**config.mk**
```make
export PLATFORM = sky130hd
export DESIGN_NAME = mp2_fifo
export DESIGN_NICKNAME = d
export VERILOG_FILES = /design/src/hw/rtl/mp2_pkg.sv /design/src/hw/rtl/mp2_fifo.sv
export SDC_FILE = /design/constraint.sdc
export NUM_CORES = 1
export LEC_CHECK = 0
export BUFFER_PORTS_ARGS = -buffer_cell sky130_fd_sc_hd__buf_2
export CORE_ASPECT_RATIO = 0.8
export CORE_MARGIN = 2
export CORE_UTILIZATION = 51
export DETAILED_ROUTE_END_ITERATION = 10
export PLACE_DENSITY = 0.71
export SETUP_SLACK_MARGIN = 0.02
export SLEW_MARGIN = 30
export SYNTH_ARGS = -nofsm -noshare
export SYNTH_HDL_FRONTEND = slang
export SYNTH_SLANG_ARGS = --single-unit
```
**constraint.sdc**
```tcl
create_clock -name clk -period 2.3 [get_ports clk]
set_clock_uncertainty 0.1 [all_clocks]
set_input_delay 0.345 -clock clk [delete_from_list [all_inputs] [get_ports clk]]
set_output_delay 0.345 -clock clk [all_outputs]
set_load 0.1 [all_outputs]
```
**src/hw/rtl/mp2_pkg.sv**
```systemverilog
// Shared types and constants for the streaming 2-D max pooling block.
`default_nettype none

package mp2_pkg;

	localparam int SAMPLE_W     = 16;
	localparam int POOLED_W     = 15;
	localparam int POOL_REG_W   = 4;
	localparam int DIM_REG_W    = 11;
	localparam int CFG_INDEX_W  = 2;
	localparam int HEIGHT_LIMIT = 1024;
	localparam int ROW_W        = 10;
	localparam int HEIGHT_W     = 11;
	localparam int FIFO_DEPTH   = 4;

	// Register indexes on the configuration port.
	localparam logic [CFG_INDEX_W-1:0] CFG_POOL_SIZE    = 2'd0;
	localparam logic [CFG_INDEX_W-1:0] CFG_IMAGE_HEIGHT = 2'd1;
	localparam logic [CFG_INDEX_W-1:0] CFG_IMAGE_WIDTH  = 2'd2;

	// Lanes of the position divider.
	localparam int LANES       = 4;
	localparam int LANE_COL    = 0;
	localparam int LANE_ROW    = 1;
	localparam int LANE_WIDTH  = 2;
	localparam int LANE_HEIGHT = 3;

	typedef enum logic [1:0] {
		FE_START,
		FE_DIVIDE,
		FE_RUN
	} fe_state_t;

	// Position of a sample inside its pooling window.
	typedef struct packed {
		logic first_col;
		logic last_col;
		logic first_row;
		logic last_row;
		logic last_plane;
	} win_flags_t;

	typedef struct packed {
		logic full;
		logic empty;
	} fifo_stat_t;

endpackage

`default_nettype wire

```
**src/hw/rtl/mp2_fifo.sv**
```systemverilog
// Small register queue between the front end and the back end.
`default_nettype none

module mp2_fifo #(
	parameter int WIDTH = 32,
	parameter int DEPTH = 4
) (
	input  logic                clk,
	input  logic                arst_n,
	input  logic                push,
	input  logic [WIDTH-1:0]    push_data,
	input  logic                pop,
	output logic [WIDTH-1:0]    pop_data,
	output mp2_pkg::fifo_stat_t stat
);
	import mp2_pkg::*;

	localparam int AW    = (DEPTH > 1) ? $clog2(DEPTH) : 1;
	localparam int CNT_W = $clog2(DEPTH + 1);

	logic [WIDTH-1:0] mem_q [DEPTH];
	logic [AW-1:0]    wr_ptr_q;
	logic [AW-1:0]    rd_ptr_q;
	logic [CNT_W-1:0] count_q;
	logic             do_push;
	logic             do_pop;

	assign stat.full  = count_q == CNT_W'(DEPTH);
	assign stat.empty = count_q == '0;
	assign do_push    = push && !stat.full;
	assign do_pop     = pop && !stat.empty;
	assign pop_data   = mem_q[rd_ptr_q];

	always_ff @(posedge clk) begin
		if (do_push) begin
			mem_q[wr_ptr_q] <= push_data;
		end
	end

	always_ff @(posedge clk or negedge arst_n) begin
		if (!arst_n) begin
			wr_ptr_q <= '0;
			rd_ptr_q <= '0;
			count_q  <= '0;
		end else begin
			if (do_push) begin
				wr_ptr_q <= (wr_ptr_q == AW'(DEPTH - 1)) ? '0 : wr_ptr_q + AW'(1);
			end
			if (do_pop) begin
				rd_ptr_q <= (rd_ptr_q == AW'(DEPTH - 1)) ? '0 : rd_ptr_q + AW'(1);
			end
			if (do_push && !do_pop) begin
				count_q <= count_q + CNT_W'(1);
			end else if (do_pop && !do_push) begin
				count_q <= count_q - CNT_W'(1);
			end
		end
	end

endmodule

`default_nettype wire

```
==> results.md, run 1 <==
* Post-DP HPWL at 5.404 mm
* Period utilization at 0.9822
* Via Count at 2406
* Initial Util at 0.5240
* Slew Limit Fails at 0
* DR WL met2 at 4.648 mm
* Yosys reg bits at 135
* Slew HR at 0.6770
* Critical Path RT at 1860 ps
* Clock buffer count from CTS at 17
* Final setup vio count at 0
* Maximum fanout along the worst path at 6
* Mapped Nets at 248
* Fillers at 600
* GR Util All Layers at 0.1846
* Synth Instances at 205
* Antenna cells at 0
* First-pass GRT wire length at 13.75 mm
* Largest net degree at the start of global routing at 25
* Reg2Reg Depth at 7
* Drt total wl at 9.261 mm
* Die area at 10730 um^2
* Vias per inst at 5.347
* Final Cell Area at 6714 um^2
* Share of cells above drive strength 1 at 0.5127
* Clock root buffer: clkbuf_16
* Syn avg cell area at 24.66 um^2
* Final hold vios at 0
* Setup slack, reg-to-reg at 190 ps
* R2r startpoint: count_q[0]$_DFFE_PN0P_
* Status: complete, no violations
* Core ar. at 9649 um^2
* Die Span X at 115.3 um
* Synthesized cell area at 5056 um^2
* Residual DRC at 0
* Share of the synthesized area in the top cell type at 0.7602
* Iter 0 DRT Violations at 140
* Routed len/inst at 20.58 um
* DR pass1 iterations at 4
* RSZ-0062 raised after global routing: yes
* Rows at 32
* Initial antenna violation count at 1
* FF-to-FF End: count_q[2]$_DFFE_PN0P_
* Top-Level Pins at 70
* Seq/Total Area, Yosys at 0.7949
* Clock insertion delay at the later pin of the skew report at 400 ps
* Worst hold endpoint: mem_q[2][1]$_DFFE_PP_
* Post-synth top area cell: edfxtp_1
* Vias in the first global route at 2529
* Top cells by area, synth: edfxtp_1 76%, mux4_2 14%, dfrtp_1 3.5%
* Port Buf Inserts at 69
* Sink Count at 135
* Cells on Worst Hold Path at 1
* Post-synthesis cell type count at 20
* Max-cap viol count at 0
* Area added between synthesis and finish at 32.79%
* Fmax at 442.7 MHz
* Placement-stage cell area at 5898 um^2
* CP endpoint kind: output pin
* Gpl congestion at 0.7315
* Post-layout min period at 2259 ps
* Hold Path Class: in -> reg
* TritonCTS clock tree: built
* Worst Max-Slew Pin Slew at 487.8 ps
* Critical Path AT at 1810 ps
* Clock Pin Slew Worst Setup and Hold Paths at 60 ps
* NumNets Final at 346
* Synth warn at 0
* DRT met1 WL at 4.006 mm
* Post-DRT Antenna Nets at 0
* Gr ovfl total at 0
* CTS Buffer Depth at 2
* Routed wl met3 at 530 um
* H-tree Lvls at 4
* Critical Path Source Type: flop
* Die Height at 93.06 um
* Crit Path Class: reg -> out
* DR top layer: met5
* Hold path startpoint: push_data[1]
[layout make-up]
cell class / count / area, um^2 / area share
Clock buffer: 19 / 432.9 / 0.06448
Clock inverter: 11 / 157.7 / 0.02348
Inverter: 3 / 11.26 / 0.001677
Multi-Input combinational cell: 58 / 994.7 / 0.1482
Sequential cell: 135 / 4024 / 0.5993
Tap cell: 136 / 170.2 / 0.02534
Timing Repair Buffer: 88 / 923.4 / 0.1375
[Yosys cell counts]
master / count
ha_1: 6
edfxtp_1: 128
clkbuf_1: 2
dfrtp_1: 7
xnor2_1: 1
a21o_1: 1
xor2_1: 2
mux4_2: 32
nor2b_1: 1
inv_1: 3
o31ai_2: 1
mux2_4: 2
and2_1: 4
buf_4: 3
mux2_2: 2
nor3b_2: 1
buf_2: 4
fa_1: 1
nor2_1: 2
nor3_1: 2
[through the flow]
step	std cells	utilization	setup TNS (ps)	hold WS [ps]	worst slack, ps
floorplan	205	-	-12320	-50.59	-411.2
global placement	415	0.6113	0	92.30	321.1
detailed placement	415	0.6113	0	93.64	206.9
CTS	446	0.6836	-21.02	36.26	-17.61
global route	450	0.6958	-167.1	32.95	-20.39
finish	450	0.6958	0	55.95	41.04
[worst max-delay path, stage by stage (launching register included)]
cell and delay [ps]:
dfrtp_2 410, buf_12 130, clkbuf_16 150, mux4_2 530
buf_8 200
[metal layers]
layer,vias to the layer above,track usage
met5,-,0
met4,2,0.06024
met3,11,0.07777
met2,83,0.2895
met1,1254,0.2356
li1,1056,-
[registers in the layout, summed over array words and instances, names as in the netlist]
register	count
count_q	3
mem_q	128
rd_ptr_q	2
wr_ptr_q	2
[layout by cell type, fill, tap and decap left out, drive strengths merged, types with 3 or more instances in the layout]
cell	synthesis	routed
dfrtp	7	7
bufinv	0	4
inv	3	3
mux4	32	32
and2	4	4
ha	6	6
edfxtp	128	128
clkbuf	2	21
mux2	4	4
clkinv	0	5
buf	7	85
[worst max-delay path by stage]
stage / start / end / slack, ps / cells after the start
global route: rd_ptr_q[0]$_DFFE_PN0P_ / pop_data[5] / -20 / 4
floorplan: count_q[1]$_DFFE_PN0P_ / count_q[1]$_DFFE_PN0P_ / -410 / 7
finish: rd_ptr_q[0]$_DFFE_PN0P_ / pop_data[7] / 40 / 4
CTS: rd_ptr_q[0]$_DFFE_PN0P_ / pop_data[20] / -20 / 3
global placement: count_q[0]$_DFFE_PN0P_ / count_q[2]$_DFFE_PN0P_ / 320 / 7
detailed placement: count_q[0]$_DFFE_PN0P_ / count_q[2]$_DFFE_PN0P_ / 210 / 7
[logic make-up after synthesis]
family / Yosys count / share of synthesized area
xor+xnor: 3 / 0.005198
flops: 135 / 0.7949
compound gates: 2 / 0.003960
simple gates: 10 / 0.01213
mux: 36 / 0.1529
fa+ha+maj: 7 / 0.01881
buf+inv: 12 / 0.01213
[what timing repair did]
| action | in CTS | in global routing |
|---|---|---|
| gates resized for setup | 30 | 16 |
| setup buffers | 0 | 2 |
| hold buffers | 1 | 0 |
| pin swaps | 0 | 0 |
| gates cloned | 0 | 2 |
| setup endpoints to repair | 22 | 25 |
| hold endpoints to repair | 7 | 0 |
Power of run 1 is left out: the tool's default activity adds up to more than one toggle a clock period on the data nets, which glitch-free logic cannot reach.
==> run 2: changes to the inputs <==
--- a/config.mk
+++ b/config.mk
@@ -10,6 +10,7 @@
 export CORE_MARGIN = 2
 export CORE_UTILIZATION = 51
 export DETAILED_ROUTE_END_ITERATION = 10
+export GPL_TIMING_DRIVEN = 0
 export PLACE_DENSITY = 0.71
 export SETUP_SLACK_MARGIN = 0.02
 export SLEW_MARGIN = 30
==> run 2 against run 1 <==
- the flow now finishes with violations (setup timing)
- design area fell by 1.5%
- global-route usage shrank 0.83 points
- worst setup slack worse by 60 ps
- core utilization shrank 1.0 points
- non-clock buffer count fell by 3
- register-to-register slack got worse by 50 ps
- die area did not move
- worst hold slack worse by 4.9 ps
- sequential share of layout area is 0.88 points higher
- wire length down 5.9%
- critical endpoint is now pop_data[6]
- highest routed layer is now met4
==> results.md, run 2 (synthesis results as in run 1) <==
* FF-to-FF End: mem_q[2][31]$_DFFE_PP_
* Fillers at 626
* Most flops, register: mem_q
* TritonCTS clock tree: built
* H-tree Lvls at 4
* Fin util at 0.6857
* Commonest non-fill, non-tap cell in the layout: edfxtp_1
* Routed len/inst at 19.40 um
* Reg2Reg Depth at 4
* Die Span X at 115.3 um
* GR Util All Layers at 0.1763
* Hold path startpoint: push_data[10]
* Vias in the first global route at 2476
* Sink Count at 135
* Antenna cells at 0
* Fin worst setup slack at -19.28 ps
* Clock buffer count from CTS at 17
* CP endpoint kind: output pin
* Max FFs per register at 128
* CTS Buffer Depth at 2
* Top-Level Pins at 70
* Violated checks: setup timing
* Critical Path AT at 1870 ps
* Largest regs: mem_q: 128 flops, count_q: 3 flops
* Initial Util at 0.5240
* Commonest non-fill, non-tap cells in the layout: 128 x edfxtp_1, 39 x buf_2, 32 x mux4_2
* Share of cells above drive strength 1 at 0.5016
* Slew HR at 0.4033
* Drt total wl at 8.712 mm
* Hold Path Class: in -> reg
* Cells on Worst Hold Path at 1
* Post-DP HPWL at 4.976 mm
* Rows at 32
* Largest net degree at the start of global routing at 33
* Slew Limit Fails at 0
* Setup slack, reg-to-reg at 140 ps
* Critical Path Source Type: flop
* Clock Pin Slew Worst Setup and Hold Paths at 60 ps
* NumNets Final at 343
* Post-layout min period at 2319 ps
* Period utilization at 1.008
* Max-cap viol count at 0
* Clock insertion delay at the later pin of the skew report at 410 ps
* Status: finished, violations left
* Post-DRT Antenna Nets at 0
* Critical Path RT at 1860 ps
* RSZ-0062 raised after global routing: yes
* R2r startpoint: count_q[2]$_DFFE_PN0P_
* Port Buf Inserts at 69
* Via Count at 2351
* Core ar. at 9649 um^2
* First-pass GRT wire length at 13.25 mm
* DR pass1 iterations at 4
* Area added between synthesis and finish at 30.86%
* Vias per inst at 5.236
* Worst hold endpoint: mem_q[2][10]$_DFFE_PP_
* Iter 0 DRT Violations at 177
* Die Height at 93.06 um
* Worst Max-Slew Pin Slew at 895.0 ps
* Clock root buffer: clkbuf_16
* Crit Path Class: reg -> out
* Residual DRC at 0
* Gpl congestion at 0.7062
* Die area at 10730 um^2
* Maximum fanout along the worst path at 6
* Fmax at 431.2 MHz
* Initial antenna violation count at 0
* Final hold vios at 0
* Final setup vio count at 7
* Gr ovfl total at 0
==> run 2: changes by cell type in the layout (fill, tap and decap cells not counted), sizes merged <==
cell	delta
buf	-7
bufinv	-1
clkbuf	+6
clkinv	+1
==> run 2: area by class of cell <==
type | instances | area [um^2] | area share
Buffer | 9 | 112.6 | 0.01702
Tap cell | 136 | 170.2 | 0.02572
Sequential cell | 135 | 4024 | 0.6082
Multi-Input combinational cell | 58 | 1003 | 0.1517
Clock inverter | 11 | 131.4 | 0.01986
Timing Repair Buffer | 76 | 723.2 | 0.1093
Inverter | 3 | 11.26 | 0.001702
Clock buffer | 21 | 440.4 | 0.06657
==> run 2: routing by layer <==
layer  up-vias  track usage  share of wire  routed length, um
li1       1053            -              -                  -
met1      1204       0.2353           0.46               3970
met2        80       0.2646           0.47               4128
met3        14      0.05638          0.052                451
met4         0      0.08735          0.019                162
met5         -            0              0                  0
==> run 2: metrics by stage <==
step	cells	setup WS (ps)	setup TNS [ps]	cell area [um^2]	hold WS (ps)
floorplan	205	-411.2	-12320	5077	-50.59
global placement	410	40.14	0	5593	96.19
detailed placement	410	-6.195	-6.195	5593	97.68
CTS	444	-36.49	-280.3	6449	34.73
global route	449	-69.57	-1288	6616	41.27
finish	449	-19.28	-56.42	6616	51.04
==> run 2: repair_timing <==
action | CTS | global route
hold buffers | 1 | 0
gates resized for setup | 80 | 21
gates cloned | 0 | 4
setup endpoints to repair | 33 | 50
pin swaps | 0 | 1
endpoints found under the hold margin | 7 | 0
buffers inserted | 1 | 1
==> run 2: worst max-delay path by stage <==
stage	start	endpoint
after floorplan	count_q[1]$_DFFE_PN0P_	count_q[1]$_DFFE_PN0P_
after global placement	count_q[0]$_DFFE_PN0P_	count_q[2]$_DFFE_PN0P_
after detailed placement	rd_ptr_q[1]$_DFFE_PN0P_	pop_data[6]
after CTS	rd_ptr_q[0]$_DFFE_PN0P_	pop_data[6]
after global routing	rd_ptr_q[0]$_DFFE_PN0P_	pop_data[6]
final	rd_ptr_q[0]$_DFFE_PN0P_	pop_data[6]
==> run 2: critical path, stage by stage (launching register included) <==
cell and delay [ps]:
dfrtp_2 420, buf_12 160, buf_12 130, mux4_2 550, buf_12 190
Power of run 2 is left out for the same reason.
==> run 3: changes to the inputs <==
--- a/config.mk
+++ b/config.mk
@@ -13,6 +13,7 @@
 export GPL_TIMING_DRIVEN = 0
 export PLACE_DENSITY = 0.71
 export SETUP_SLACK_MARGIN = 0.02
+export SKIP_LAST_GASP = 1
 export SLEW_MARGIN = 30
 export SYNTH_ARGS = -nofsm -noshare
 export SYNTH_HDL_FRONTEND = slang
==> run 3 against run 2 <==
- the flow still finishes with violations (setup timing)
- worst setup slack worse by 1.6 ps
- critical path depth did not move
- sequential share of layout area up 0.18 points
- non-clock buffer count did not move
- cell count stayed put
- worst hold slack got worse by 0.77 ps
- die area unchanged
- first-iteration DRC count up 12%
- flip-flop and latch count did not move
- register-to-register slack about the same
- fmax is essentially flat
- largest cell class unchanged
==> results.md, run 3 (synthesis results as in run 1) <==
* Maximum fanout along the worst path at 6
* Post-DP HPWL at 4.976 mm
* CTS Buffer Depth at 2
* Reg2Reg Depth at 9
* Gpl congestion at 0.7062
* Die Height at 93.06 um
* Slowest stage cell, crit path: mux4_2
* Final Cell Area at 6596 um^2
* Share of cells above drive strength 1 at 0.5016
* Hold Path Class: in -> reg
* Port Buf Inserts at 69
* Clock insertion delay at the later pin of the skew report at 410 ps
* Final hold vios at 0
* Residual DRC at 0
* Clock root buffer: clkbuf_16
* Violated checks: setup timing
* Commonest non-fill, non-tap cells in the layout: 128 x edfxtp_1, 40 x buf_2, 32 x mux4_2
* Vias per inst at 5.209
* Commonest non-fill, non-tap cell in the layout: edfxtp_1
* TritonCTS clock tree: built
* FF-to-FF End: count_q[2]$_DFFE_PN0P_
* Post-layout min period at 2321 ps
* Crit Path Class: reg -> out
* Max-cap viol count at 0
* Post-DRT Antenna Nets at 0
* Family with the most delay on the worst path: multiplexers
* NumNets Final at 343
* CP endpoint kind: output pin
* Critical Path RT at 1860 ps
* Iter 0 DRT Violations at 199
* Placement-stage cell area at 5593 um^2
* H-tree Lvls at 4
* Final setup vio count at 6
* Clock Pin Slew Worst Setup and Hold Paths at 50 ps
* Sink Count at 135
* Hold path startpoint: push_data[2]
* Die Span X at 115.3 um
* Status: finished, violations left
* Critical Path AT at 1880 ps
* Vias in the first global route at 2476
* CP cell instances: buf_12 > buf_12 > mux4_2 > buf_12
* Worst Path Buf+Inv at 3
* Initial antenna violation count at 0
* Rows at 32
* Largest regs: mem_q: 128 flops, count_q: 3 flops
* Cells on Worst Hold Path at 1
* First-pass GRT wire length at 13.25 mm
* DR pass1 iterations at 4
* Slew HR at 0.4019
* R2r startpoint: count_q[2]$_DFFE_PN0P_
* Drt total wl at 8.651 mm
* Most used cell, CP: buf_12
* Fmax at 430.9 MHz
* Gr ovfl total at 0
* Routed len/inst at 19.27 um
* Most flops, register: mem_q
* Period utilization at 1.009
* Max incr delay on CP at 550 ps
* Initial Util at 0.5240
* Largest net degree at the start of global routing at 33
* Core ar. at 9649 um^2
* GR Util All Layers at 0.1763
* Top-Level Pins at 70
* Max FFs per register at 128
* Setup slack, reg-to-reg at 140 ps
* Critical Path Source Type: flop
* Antenna cells at 0
* Slew Limit Fails at 0
* Worst hold endpoint: mem_q[0][2]$_DFFE_PP_
* RSZ-0062 raised after global routing: yes
* Clock buffer count from CTS at 17
* Fin util at 0.6836
* Area added between synthesis and finish at 30.46%
* Fin worst setup slack at -20.92 ps
* Worst Max-Slew Pin Slew at 897.1 ps
* Die area at 10730 um^2
* Via Count at 2339
-- run 3: cell counts in the layout (fill, tap and decap cells not counted) --
Identical to the previous run, type by type.
-- run 3: layer usage --
metal | GRT usage | vias up | part of all wire
met5 | 0 | - | 0
met1 | 0.2353 | 1198 | 0.45
met3 | 0.05638 | 14 | 0.052
met4 | 0.08735 | 0 | 0.018
met2 | 0.2646 | 74 | 0.48
li1 | - | 1053 | -
-- run 3: final cells by class --
class                      instances  area (um^2)
inverter                           3        11.26
multi-input combinational         58         1003
tap                              136        170.2
timing repair buffer              76        703.2
clock buffer                      21        440.4
clock inverter                    11        131.4
fill                             626         3053
buffer                             9        112.6
sequential                       135         4024
-- run 3: how the worst max path moves through the flow --
stage | to | cells past startpoint | slack, ps | startpoint
floorplan | count_q[1]$_DFFE_PN0P_ | 7 | -410 | count_q[1]$_DFFE_PN0P_
global placement | count_q[2]$_DFFE_PN0P_ | 7 | 40 | count_q[0]$_DFFE_PN0P_
detailed placement | pop_data[6] | 4 | -6 | rd_ptr_q[1]$_DFFE_PN0P_
CTS | pop_data[6] | 4 | -40 | rd_ptr_q[0]$_DFFE_PN0P_
global route | pop_data[6] | 4 | -70 | rd_ptr_q[0]$_DFFE_PN0P_
finish | pop_data[6] | 4 | -20 | rd_ptr_q[0]$_DFFE_PN0P_
-- run 3: what timing repair did --
| item | 4_1_cts | 5_1_grt |
|---|---|---|
| hold endpoints to repair | 7 | 0 |
| pin swaps | 0 | 1 |
| setup buffers | 1 | 1 |
| cloned | 0 | 4 |
| gates resized for setup | 75 | 20 |
| hold buffers | 1 | 0 |
| setup endpoints to repair | 33 | 50 |
-- run 3: metrics by stage --
step	hold slack [ps]	TNS [ps]	setup slack, ps	std cells
after floorplan	-50.59	-12320	-411.2	205
after global placement	96.19	0	40.14	410
after detailed placement	97.68	-6.195	-6.195	410
after CTS	34.73	-280.3	-36.49	444
after global routing	41.27	-1274	-69.57	449
final	50.28	-51.38	-20.92	449
Power of run 3 is left out for the same reason.
