===== config.mk =====
export PLATFORM = sky130hd
export DESIGN_NAME = mp2_front
export DESIGN_NICKNAME = d
export VERILOG_FILES = /design/src/hw/rtl/mp2_pkg.sv /design/src/hw/rtl/mp2_div.sv /design/src/hw/rtl/mp2_front.sv
export SDC_FILE = /design/constraint.sdc
export NUM_CORES = 1
export LEC_CHECK = 0
export ABC_AREA = 1
export BUFFER_PORTS_ARGS = -buffer_cell sky130_fd_sc_hd__buf_2
export CELL_PAD_IN_SITES_DETAIL_PLACEMENT = 1
export CELL_PAD_IN_SITES_GLOBAL_PLACEMENT = 2
export CORE_MARGIN = 2
export CORE_UTILIZATION = 37
export DETAILED_ROUTE_END_ITERATION = 8
export PLACE_DENSITY = 0.88
export REMOVE_ABC_BUFFERS = 1
export SYNTH_ARGS = -nofsm -noshare
export SYNTH_HDL_FRONTEND = slang
export SYNTH_SLANG_ARGS = --single-unit

===== constraint.sdc =====
create_clock -name clk -period 3.5 [get_ports clk]
set_input_delay 0.175 -clock clk [delete_from_list [all_inputs] [get_ports clk]]
set_output_delay 0.175 -clock clk [all_outputs]
set_load 0.05 [all_outputs]

===== src/hw/rtl/mp2_pkg.sv =====
// Shared types and constants for the streaming 2-D max pooling block.
`default_nettype none

package mp2_pkg;

	localparam int SAMPLE_W     = 16;
	localparam int POOLED_W     = 15;
	localparam int POOL_REG_W   = 4;
	localparam int DIM_REG_W    = 11;
	localparam int CFG_INDEX_W  = 2;
	localparam int HEIGHT_LIMIT = 1024;
	localparam int ROW_W        = 10;
	localparam int HEIGHT_W     = 11;
	localparam int FIFO_DEPTH   = 4;

	// Register indexes on the configuration port.
	localparam logic [CFG_INDEX_W-1:0] CFG_POOL_SIZE    = 2'd0;
	localparam logic [CFG_INDEX_W-1:0] CFG_IMAGE_HEIGHT = 2'd1;
	localparam logic [CFG_INDEX_W-1:0] CFG_IMAGE_WIDTH  = 2'd2;

	// Lanes of the position divider.
	localparam int LANES       = 4;
	localparam int LANE_COL    = 0;
	localparam int LANE_ROW    = 1;
	localparam int LANE_WIDTH  = 2;
	localparam int LANE_HEIGHT = 3;

	typedef enum logic [1:0] {
		FE_START,
		FE_DIVIDE,
		FE_RUN
	} fe_state_t;

	// Position of a sample inside its pooling window.
	typedef struct packed {
		logic first_col;
		logic last_col;
		logic first_row;
		logic last_row;
		logic last_plane;
	} win_flags_t;

	typedef struct packed {
		logic full;
		logic empty;
	} fifo_stat_t;

endpackage

`default_nettype wire


===== src/hw/rtl/mp2_div.sv =====
// Four-lane restoring divider that rebuilds window positions after a register change.
`default_nettype none

module mp2_div #(
	parameter int DW = 11,
	parameter int PW = 4
) (
	input  logic                                clk,
	input  logic                                arst_n,
	input  logic                                start,
	input  logic [PW-1:0]                       divisor,
	input  logic [mp2_pkg::LANES-1:0][DW-1:0]   dividend,
	output logic                                done,
	output logic [mp2_pkg::LANES-1:0][DW-1:0]   quotient,
	output logic [mp2_pkg::LANES-1:0][PW-1:0]   remainder
);
	import mp2_pkg::*;

	localparam int CNT_W = $clog2(DW + 1);

	logic [LANES-1:0][DW-1:0] dvd_q;
	logic [LANES-1:0][PW-1:0] rem_q;
	logic [LANES-1:0][PW-1:0] rem_d;
	logic [LANES-1:0][PW:0]   trial;
	logic [LANES-1:0]         ge;
	logic [CNT_W-1:0]         count_q;
	logic                     busy_q;
	logic                     done_q;

	// One quotient bit per lane and cycle while busy; the quotient shifts into the dividend register.
	always_comb begin
		for (int l = 0; l < LANES; l++) begin
			trial[l] = {rem_q[l], dvd_q[l][DW-1]};
			ge[l]    = trial[l] >= {1'b0, divisor};
			rem_d[l] = ge[l] ? PW'(trial[l] - {1'b0, divisor}) : PW'(trial[l]);
		end
	end

	always_ff @(posedge clk) begin
		if (start) begin
			dvd_q <= dividend;
			rem_q <= '0;
		end else if (busy_q) begin
			for (int l = 0; l < LANES; l++) begin
				dvd_q[l] <= {dvd_q[l][DW-2:0], ge[l]};
				rem_q[l] <= rem_d[l];
			end
		end
	end

	always_ff @(posedge clk or negedge arst_n) begin
		if (!arst_n) begin
			count_q <= '0;
			busy_q  <= 1'b0;
			done_q  <= 1'b0;
		end else if (start) begin
			count_q <= CNT_W'(DW);
			busy_q  <= 1'b1;
			done_q  <= 1'b0;
		end else if (busy_q) begin
			count_q <= count_q - CNT_W'(1);
			if (count_q == CNT_W'(1)) begin
				busy_q <= 1'b0;
				done_q <= 1'b1;
			end
		end else begin
			done_q <= 1'b0;
		end
	end

	assign done      = done_q;
	assign quotient  = dvd_q;
	assign remainder = rem_q;

endmodule

`default_nettype wire


===== src/hw/rtl/mp2_front.sv =====
// Front end: configuration registers, plane position counters and window classification.
`default_nettype none

module mp2_front #(
	parameter int MAX_WIDTH     = 1024,
	parameter int MAX_POOL_SIZE = 8
) (
	input  logic                                 clk,
	input  logic                                 arst_n,
	input  logic                                 cfg_we,
	input  logic [mp2_pkg::CFG_INDEX_W-1:0]      cfg_index,
	input  logic [mp2_pkg::DIM_REG_W-1:0]        cfg_data,
	input  logic                                 in_valid,
	output logic                                 in_stall,
	input  logic signed [mp2_pkg::SAMPLE_W-1:0]  sample,
	input  logic                                 q_full,
	output logic                                 q_push,
	output logic signed [mp2_pkg::SAMPLE_W-1:0]  q_sample,
	output logic [$clog2(MAX_WIDTH)-1:0]         q_col,
	output mp2_pkg::win_flags_t                  q_flags
);
	import mp2_pkg::*;

	localparam int CW = $clog2(MAX_WIDTH);
	localparam int WW = CW + 1;
	localparam int PW = $clog2(MAX_POOL_SIZE + 1);
	localparam int DW = (WW > HEIGHT_W) ? WW : HEIGHT_W;

	logic [POOL_REG_W-1:0] pool_size_q;
	logic [DIM_REG_W-1:0]  height_q;
	logic [DIM_REG_W-1:0]  width_q;

	logic [PW-1:0]       p_eff;
	logic [PW-1:0]       p_m1;
	logic [HEIGHT_W-1:0] h_eff;
	logic [WW-1:0]       w_eff;

	fe_state_t state_q;
	fe_state_t state_d;

	logic [CW-1:0]       col_q;
	logic [ROW_W-1:0]    row_q;
	logic [PW-1:0]       ciw_q;
	logic [PW-1:0]       riw_q;
	logic [CW-1:0]       oc_q;
	logic [ROW_W-1:0]    rb_q;
	logic [WW-1:0]       ncols_q;
	logic [HEIGHT_W-1:0] nrows_q;

	logic                     div_start;
	logic                     div_done;
	logic [LANES-1:0][DW-1:0] div_dvd;
	logic [LANES-1:0][DW-1:0] div_quo;
	logic [LANES-1:0][PW-1:0] div_rem;

	logic accept;
	logic in_region;
	logic col_end;
	logic row_end;
	logic col_wrap;
	logic row_wrap;

	// A write to an index with no register behind it changes nothing.
	always_ff @(posedge clk or negedge arst_n) begin
		if (!arst_n) begin
			pool_size_q <= POOL_REG_W'(2);
			height_q    <= DIM_REG_W'(1024);
			width_q     <= DIM_REG_W'(1024);
		end else if (cfg_we) begin
			unique case (cfg_index)
				CFG_POOL_SIZE: begin
					pool_size_q <= cfg_data[POOL_REG_W-1:0];
				end
				CFG_IMAGE_HEIGHT: begin
					height_q <= cfg_data;
				end
				CFG_IMAGE_WIDTH: begin
					width_q <= cfg_data;
				end
				default: begin
				end
			endcase
		end
	end

	// Out-of-range register values are pulled into the supported range.
	always_comb begin
		if (pool_size_q == '0) begin
			p_eff = PW'(1);
		end else if (int'(pool_size_q) > MAX_POOL_SIZE) begin
			p_eff = PW'(MAX_POOL_SIZE);
		end else begin
			p_eff = PW'(pool_size_q);
		end
		if (height_q == '0) begin
			h_eff = HEIGHT_W'(1);
		end else if (int'(height_q) > HEIGHT_LIMIT) begin
			h_eff = HEIGHT_W'(HEIGHT_LIMIT);
		end else begin
			h_eff = HEIGHT_W'(height_q);
		end
		if (width_q == '0) begin
			w_eff = WW'(1);
		end else if (int'(width_q) > MAX_WIDTH) begin
			w_eff = WW'(MAX_WIDTH);
		end else begin
			w_eff = WW'(width_q);
		end
	end

	assign p_m1 = p_eff - PW'(1);

	always_comb begin
		div_dvd[LANE_COL]    = DW'(col_q);
		div_dvd[LANE_ROW]    = DW'(row_q);
		div_dvd[LANE_WIDTH]  = DW'(w_eff);
		div_dvd[LANE_HEIGHT] = DW'(h_eff);
	end

	mp2_div #(
		.DW(DW),
		.PW(PW)
	) u_div (
		.clk       (clk),
		.arst_n    (arst_n),
		.start     (div_start),
		.divisor   (p_eff),
		.dividend  (div_dvd),
		.done      (div_done),
		.quotient  (div_quo),
		.remainder (div_rem)
	);

	always_ff @(posedge clk or negedge arst_n) begin
		if (!arst_n) begin
			state_q <= FE_START;
		end else begin
			state_q <= state_d;
		end
	end

	always_comb begin
		state_d   = state_q;
		div_start = 1'b0;
		unique case (state_q)
			FE_START: begin
				if (!cfg_we) begin
					div_start = 1'b1;
					state_d   = FE_DIVIDE;
				end
			end
			FE_DIVIDE: begin
				if (cfg_we) begin
					state_d = FE_START;
				end else if (div_done) begin
					state_d = FE_RUN;
				end
			end
			FE_RUN: begin
				if (cfg_we) begin
					state_d = FE_START;
				end
			end
			default: begin
				state_d = FE_START;
			end
		endcase
	end

	assign in_stall = (state_q != FE_RUN) || q_full || cfg_we;
	assign accept   = in_valid && !in_stall;

	assign in_region = (WW'(oc_q) < ncols_q) && (HEIGHT_W'(rb_q) < nrows_q);
	assign col_end   = ciw_q == p_m1;
	assign row_end   = riw_q == p_m1;
	assign col_wrap  = (WW'(col_q) + WW'(1)) >= w_eff;
	assign row_wrap  = (HEIGHT_W'(row_q) + HEIGHT_W'(1)) >= h_eff;

	// Samples outside the last full window never reach the back end.
	assign q_push   = accept && in_region;
	assign q_sample = sample;
	assign q_col    = oc_q;
	always_comb begin
		q_flags.first_col  = ciw_q == '0;
		q_flags.last_col   = col_end;
		q_flags.first_row  = riw_q == '0;
		q_flags.last_row   = row_end;
		q_flags.last_plane = col_end && row_end &&
			((HEIGHT_W'(rb_q) + HEIGHT_W'(1)) == nrows_q) &&
			((WW'(oc_q) + WW'(1)) == ncols_q);
	end

	always_ff @(posedge clk or negedge arst_n) begin
		if (!arst_n) begin
			col_q   <= '0;
			row_q   <= '0;
			ciw_q   <= '0;
			riw_q   <= '0;
			oc_q    <= '0;
			rb_q    <= '0;
			ncols_q <= '0;
			nrows_q <= '0;
		end else if (state_q == FE_DIVIDE && div_done) begin
			ciw_q   <= div_rem[LANE_COL];
			oc_q    <= CW'(div_quo[LANE_COL]);
			riw_q   <= div_rem[LANE_ROW];
			rb_q    <= ROW_W'(div_quo[LANE_ROW]);
			ncols_q <= WW'(div_quo[LANE_WIDTH]);
			nrows_q <= HEIGHT_W'(div_quo[LANE_HEIGHT]);
		end else if (accept) begin
			if (col_wrap) begin
				col_q <= '0;
				ciw_q <= '0;
				oc_q  <= '0;
				if (row_wrap) begin
					row_q <= '0;
					riw_q <= '0;
					rb_q  <= '0;
				end else begin
					row_q <= row_q + ROW_W'(1);
					if (row_end) begin
						riw_q <= '0;
						rb_q  <= rb_q + ROW_W'(1);
					end else begin
						riw_q <= riw_q + PW'(1);
					end
				end
			end else begin
				col_q <= col_q + CW'(1);
				if (col_end) begin
					ciw_q <= '0;
					oc_q  <= oc_q + CW'(1);
				end else begin
					ciw_q <= ciw_q + PW'(1);
				end
			end
		end
	end

endmodule

`default_nettype wire


==> impl_metrics.yaml, run 1 <==
critical_path:
  critPathKind: "flop to flop"
  cpPeakStageDelay_ns: 0.44
  start_kind: "flop"
  path_cells: "or2_1, nor4_1, nand3_1, nand2_2, nand2_1, ha_1, nand2_1, inv_1, o21bai_1, nand2_1, a21oi_4, nand3_4, o21ai_4, nand2_1, nand2_1"
  worst-path-max-fanout: 18
  r2r_slack_ns: 0.32
  regToRegStartpoint: "width_q[0]$_DFFE_PN0P_"
  worstPathArrival_ns: 3.56
  slowest_stage: "o21ai_4"
  critPathBufInv: 1
  worstSetupEndpointType: "flop"
  required_ns: 3.87
  rr_endpoint: "q_col[6]$_DFFE_PN0P_"
  path_common_cell: "nand2_1"
  reg2reg_depth: 15
  cp_top_family: "simple AND/OR/NAND/NOR gates"
job:
  drv_cap: 0
clock_tree:
  clk_pin_slew_ns: 0.07
  cts.htree.levels: 4
  cts_buffers: 17
  post-cts-setup-buffers: 0
  root_buffer: "clkbuf_16"
  clk_path_buf_depth: 2
  clkSinkCount: 164
  cts_tree: "yes"
  clk_latency_ns: 0.43
timing:
  finalCritPeriodShare: 0.910
  grt_setup_unrepaired: "no"
  setup_viol: 0
  finClkSkew_ns: 0.0131
  fmax_mhz: 314
  worst_pin_slew_ns: 1.02
  finalMaxSlewViolations: 0
  hold_viol: 0
  timing.final.crit_period_ns: 3.18
  slew_headroom: 0.322
route:
  via_per_inst: 5.16
  vias: 8608
  route.detailed.drc: 0
  wl_per_cell_um: 17.5
  drt_wl_total_um: 29100
  drt_iter0_markers: 485
  drt_first_pass_iters: 5
  drtAntennaViolNets: 0
worst_hold_path:
  worstHoldPathCells: 3
  min_path_type: "input pin to flop"
  hold_end: "width_q[8]$_DFFE_PN0P_"
  worstHoldStart: "cfg_data[8]"
cells_and_area:
  final_nets: 1420
  areaGrowthSynthToFinish_pct: 10.4
  layout_commonest_cell: "nand2_1"
  drive_gt1_frac: 0.0913
  fin_util: 0.415
  num_antenna_cells: 0
  final_cell_mix: "nand2_1 (389), inv_1 (150), o21ai_0 (147), dfrtp_1 (101), nor2_1 (75)"
synthesis:
  syn_area_per_cell_um2: 7.77
  yosys.area.top_type: "dfrtp_1"
  synth.cell_area_um2: 10100
  synth-seq-cells: 164
  ys_async_sr_fraction: 0.634
  synth_cells: 1296
  synth.top_cell.area_share: 0.251
  post_synth_num_cell_types: 54
  yosys_warnings: 0
  synth_area_leaders: "dfrtp_1 (25%), nand2_1 (15%), edfxtp_1 (13%)"
  synth_edf_count: 42
  ys_seq_area_frac: 0.420
  synthFlopType: "dfrtp_1"
power:
  peakVddDrop_mv: 0.426
  p_leak_nw: 5.39
  p_comb_frac: 0.457
  p_int_mw: 5.28
  clock_power_share: 0.199
  switching_share: 0.450
  power_mw: 9.60
  powerDensity_nw_per_um2: 864
  seqPwrFrac: 0.343
  power_switching_mw: 4.32
outcome:
  status: "completed"
floorplan:
  num_rows: 60
  core_um2: 26800
  ios: 67
  die_h_um: 169
  die-area_um2: 28500
  start_util: 0.376
  die_x_um: 169
global_route:
  grt_max_degree: 77
  antenna_found_initial: 0
  grt_usage: 0.212
  grt_pass1_wl_um: 47600
  globalRouteOverflowTotal: 0
  grt_pass1_vias: 8795
place:
  gp_congestion: 0.851
  place_hpwl_um: 22300
  io_buffers: 34
[kinds of logic after synthesis]
group           Yosys count  synth area share
simple gates            589             0.251
compound gates          235             0.126
buf+inv                 213            0.0892
flops                   164             0.420
fa+ha+maj                73            0.0937
xor+xnor                 22            0.0205
[sequential cells by signal, indices dropped and copies added (netlist names)]
register,flops
ciw_q,4
col_q,10
height_q,11
ncols_q,11
nrows_q,11
pool_size_q,4
q_col,10
rb_q,10
riw_q,4
row_q,10
state_q,2
u_div.busy_q,1
u_div.count_q,4
u_div.done,1
u_div.quotient,44
u_div.remainder,16
width_q,11
[worst reg2reg max path: cells and delay by family (launching register included)]
kind	cells	cell delay, ns
fa+ha+maj	1	0.32
buf+inv	1	0.04
simple gates	10	1.63
compound gates	3	0.74
flops	1	0.39
[power groups by stage]
stage / clock network, mW / registers [mW] / logic, mW
finish: 1.91 / 3.30 / 4.39
global route: 2.02 / 3.38 / 5.06
CTS: 1.95 / 3.30 / 4.44
detailed placement: 0 / 3.33 / 4.40
global placement: 0 / 3.30 / 4.24
floorplan: 0 / 3.21 / 3.08
[final cells by class]
| type | count | area (um^2) |
|---|---|---|
| Clock inverter | 13 | 145 |
| Sequential cell | 164 | 4230 |
| Inverter | 161 | 604 |
| Clock buffer | 19 | 443 |
| Timing Repair Buffer | 50 | 313 |
| Fill cell | 3300 | 15700 |
| Tap cell | 341 | 427 |
| Multi-Input combinational cell | 919 | 4960 |
[stage by stage]
stage / area, um^2 / setup WS (ns) / instances / hold WS [ns] / TNS [ns]
final: 11100 / 0.316 / 1667 / 0.0214 / 0
after detailed placement: 10500 / 0.144 / 1632 / 0.351 / 0
after CTS: 11100 / 0.138 / 1667 / 0.0181 / 0
after floorplan: 9770 / -0.116 / 1244 / -0.121 / -1.56
after global routing: 11100 / 0.0147 / 1667 / 0.0309 / 0
after global placement: 10500 / 0.375 / 1632 / 0.351 / 0
[worst max path at each step]
stage                           start              endpoint  slack, ns  cells after the start
2_1_floorplan  state_q[0]$_DFFE_PN0P_   rb_q[0]$_DFFE_PN0P_      -0.12                      8
3_3_place_gp   width_q[0]$_DFFE_PN0P_  q_col[4]$_DFFE_PN0P_       0.38                     15
3_5_place_dp   width_q[0]$_DFFE_PN0P_  q_col[6]$_DFFE_PN0P_       0.14                     15
4_1_cts        width_q[0]$_DFFE_PN0P_  q_col[6]$_DFFE_PN0P_       0.14                     15
5_1_grt        width_q[0]$_DFFE_PN0P_  q_col[0]$_DFFE_PN0P_       0.01                     15
6_report       width_q[0]$_DFFE_PN0P_  q_col[6]$_DFFE_PN0P_       0.32                     15
[synth_stat cells, types with 9 or more instances]
library cell	number
o21ai_0	147
clkbuf_1	17
nor2_1	77
nand2_1	389
dfrtp_1	101
nand4_1	21
o21ai_1	9
inv_2	9
xor2_1	20
inv_1	151
buf_2	13
buf_4	20
dfxtp_1	18
edfxtp_1	42
nand3_1	59
ha_1	69
a21oi_1	46
o22ai_1	9
[repair_timing]
item | CTS | global route
endpoints found under the hold margin | 73 | 0
endpoints found under the setup margin | 0 | 12
hold buffers | 3 | 0
gates resized for setup | 0 | 1
[per-layer routing]
metal / vias to the layer above / wire [um] / GRT usage
met2: 119 / 13300 / 0.336
met4: 0 / 542 / 0.0637
li1: 4258 / - / -
met5: - / 0 / 0
met3: 25 / 805 / 0.0292
met1: 4206 / 14500 / 0.302
(Power assumes the default switching activity.)
==> inputs of run 2 (changes only) <==
- CORE_MARGIN: 2 -> not set
- CORE_UTILIZATION: 37 -> 36
- PLACE_DENSITY: 0.88 -> 0.87
- SYNTH_HIERARCHICAL: not set -> 1
==> impl_metrics.yaml, run 2 <==
clock_tree:
  clk_latency_ns: 0.43
  cts.htree.levels: 4
  root_buffer: "clkbuf_16"
  cts_tree: "yes"
  clk_path_buf_depth: 2
  clkSinkCount: 164
  cts_buffers: 17
  clk_pin_slew_ns: 0.07
critical_path:
  required_ns: 3.32
  worstSetupEndpointType: "output port"
  regToRegStartpoint: "row_q[0]$_DFFE_PN0P_"
  reg2reg_depth: 16
  critPathKind: "flop to output port"
  slowest_stage: "dfstp_2"
  r2r_slack_ns: 0.35
  start_kind: "flop"
  cpPeakStageDelay_ns: 0.55
  path_common_cell: "nor2_1"
  path_cells: "inv_1, nor2_1, inv_1, ha_1, xor2_1, nand2_1, nor2_1, nand3_1, nor2_2, nand2_1, nor2_1, nand3_1, nor2_1, clkbuf_4"
  worst-path-max-fanout: 3
  rr_endpoint: "rb_q[1]$_DFFE_PN0P_"
  worstPathArrival_ns: 3.08
route:
  drt_iter0_markers: 494
  route.detailed.drc: 0
  drt_wl_total_um: 29500
  wl_per_cell_um: 16.7
  via_per_inst: 4.96
  drtAntennaViolNets: 0
  drt_first_pass_iters: 5
  vias: 8731
synthesis:
  yosys_warnings: 6
  ys_async_sr_fraction: 0.634
  synth_edf_count: 44
  synth.cell_area_um2: 10300
  synthFlopType: "dfrtp_1"
  synth.top_cell.area_share: 0.244
  synth_area_leaders: "dfrtp_1 (24%), nand2_1 (17%), edfxtp_1 (13%)"
  syn_area_per_cell_um2: 7.63
  synth-seq-cells: 164
  synth_cells: 1356
  yosys.area.top_type: "dfrtp_1"
  synth.most_common_cell: "nand2_1"
  synth_common_cells: "nand2_1 (479), inv_1 (161), dfrtp_1 (101)"
  post_synth_num_cell_types: 50
  ys_seq_area_frac: 0.411
floorplan:
  die_h_um: 171
  die-area_um2: 29400
  start_util: 0.369
  die_x_um: 171
  core_um2: 28000
  num_rows: 61
  ios: 67
timing:
  finalCritPeriodShare: 0.930
  timing.final.crit_period_ns: 3.26
  grt_setup_unrepaired: "no"
  setup_ws_ns: 0.244
  setup_viol: 0
  hold_slack_ns: 0.0289
  tns_ns: 0
  finalMaxSlewViolations: 0
  worst_pin_slew_ns: 0.845
  finClkSkew_ns: 0.0125
  slew_headroom: 0.436
  hold_viol: 0
  fmax_mhz: 307
cells_and_area:
  largest_reg_flops: 44
  layout_commonest_cell: "nand2_1"
  drive_gt1_frac: 0.100
  num_antenna_cells: 0
  final_nets: 1478
  final_cell_mix: "nand2_1 (479), inv_1 (159), dfrtp_1 (100), o21ai_0 (94), nand3_1 (89)"
  areaGrowthSynthToFinish_pct: 10.3
  instances_no_fill: 1762
power:
  peakVddDrop_mv: 0.331
  powerDensity_nw_per_um2: 899
  p_leak_nw: 5.78
  power_mw: 10.2
place:
  pre_cts_ws_ns: 0.202
  io_buffers: 34
  place_hpwl_um: 22000
  dp_cells: 1725
  gp_congestion: 0.823
worst_hold_path:
  worstHoldStart: "cfg_data[5]"
  hold_end: "height_q[5]$_DFFE_PN0P_"
  min_path_type: "input pin to flop"
  worstHoldPathCells: 3
global_route:
  grt_max_degree: 69
  antenna_found_initial: 0
  grt_pass1_wl_um: 47900
  grt_pass1_vias: 8865
  grt_usage: 0.212
  globalRouteOverflowTotal: 0
outcome:
  status: "completed"
job:
  drv_cap: 0
-- run 2: worst max-delay path by stage --
stage / from / end / slack (ns) / cells past startpoint
after floorplan: state_q[0]$_DFFE_PN0P_ / u_div/quotient[0]$_DFFE_PP_ / -1.06 / 3
after global placement: col_q[0]$_DFFE_PN0P_ / rb_q[7]$_DFFE_PN0P_ / 0.26 / 18
after detailed placement: col_q[0]$_DFFE_PN0P_ / rb_q[9]$_DFFE_PN0P_ / 0.20 / 18
after CTS: pool_size_q[1]$_DFFE_PN1P_ / q_flags[0] / 0.12 / 16
after global routing: height_q[0]$_DFFE_PN0P_ / rb_q[6]$_DFFE_PN0P_ / 0.02 / 16
final: pool_size_q[1]$_DFFE_PN1P_ / q_flags[0] / 0.24 / 14
-- run 2: what timing repair did --
item / in CTS / in global routing
resized for setup: 0 / 8
endpoints found under the hold margin: 61 / 0
hold buffers: 5 / 0
endpoints found under the setup margin: 0 / 14
setup buffers: 0 / 0
-- run 2: routing by layer --
layer	track usage	routed length [um]
met1	0.297	14800
met2	0.340	13600
met3	0.0329	788
met4	0.0497	320
met5	0	0
-- run 2: area by class of cell --
type | instances | area (um^2)
clock buffers | 18 | 450
clock inverters | 14 | 136
fillers | 3518 | 16600
inverters | 173 | 657
multi-input cells | 968 | 5140
flip-flops and latches | 164 | 4250
well taps | 378 | 473
repair buffers | 47 | 298
-- run 2: worst max-delay path, delay by kind of cell, from the launching register on --
kind / cells / cell delay [ns]
buffers and inverters: 3 / 0.38
adder cells (fa/ha/maj): 1 / 0.36
XOR/XNOR: 1 / 0.17
flip-flops: 1 / 0.55
AND/OR/NAND/NOR: 9 / 1.19
-- run 2: logic make-up after synthesis --
family | after synthesis | synth area share
simple gates | 699 | 0.288
buf+inv | 225 | 0.0950
compound gates | 164 | 0.0883
flops | 164 | 0.411
fa+ha+maj | 73 | 0.0912
xor+xnor | 30 | 0.0267
other cells | 1 | 0.000363
-- run 2: power breakdown --
part           internal, mW  switching, mW
clock                  1.04          0.871
sequential             2.79          0.645
combinational          1.65           3.25
total                  5.48           4.77
-- run 2: per-stage QoR --
stage	util	instance area, um^2
floorplan	-	10000
global placement	0.384	10700
detailed placement	0.384	10700
CTS	0.406	11400
global route	0.407	11400
finish	0.407	11400
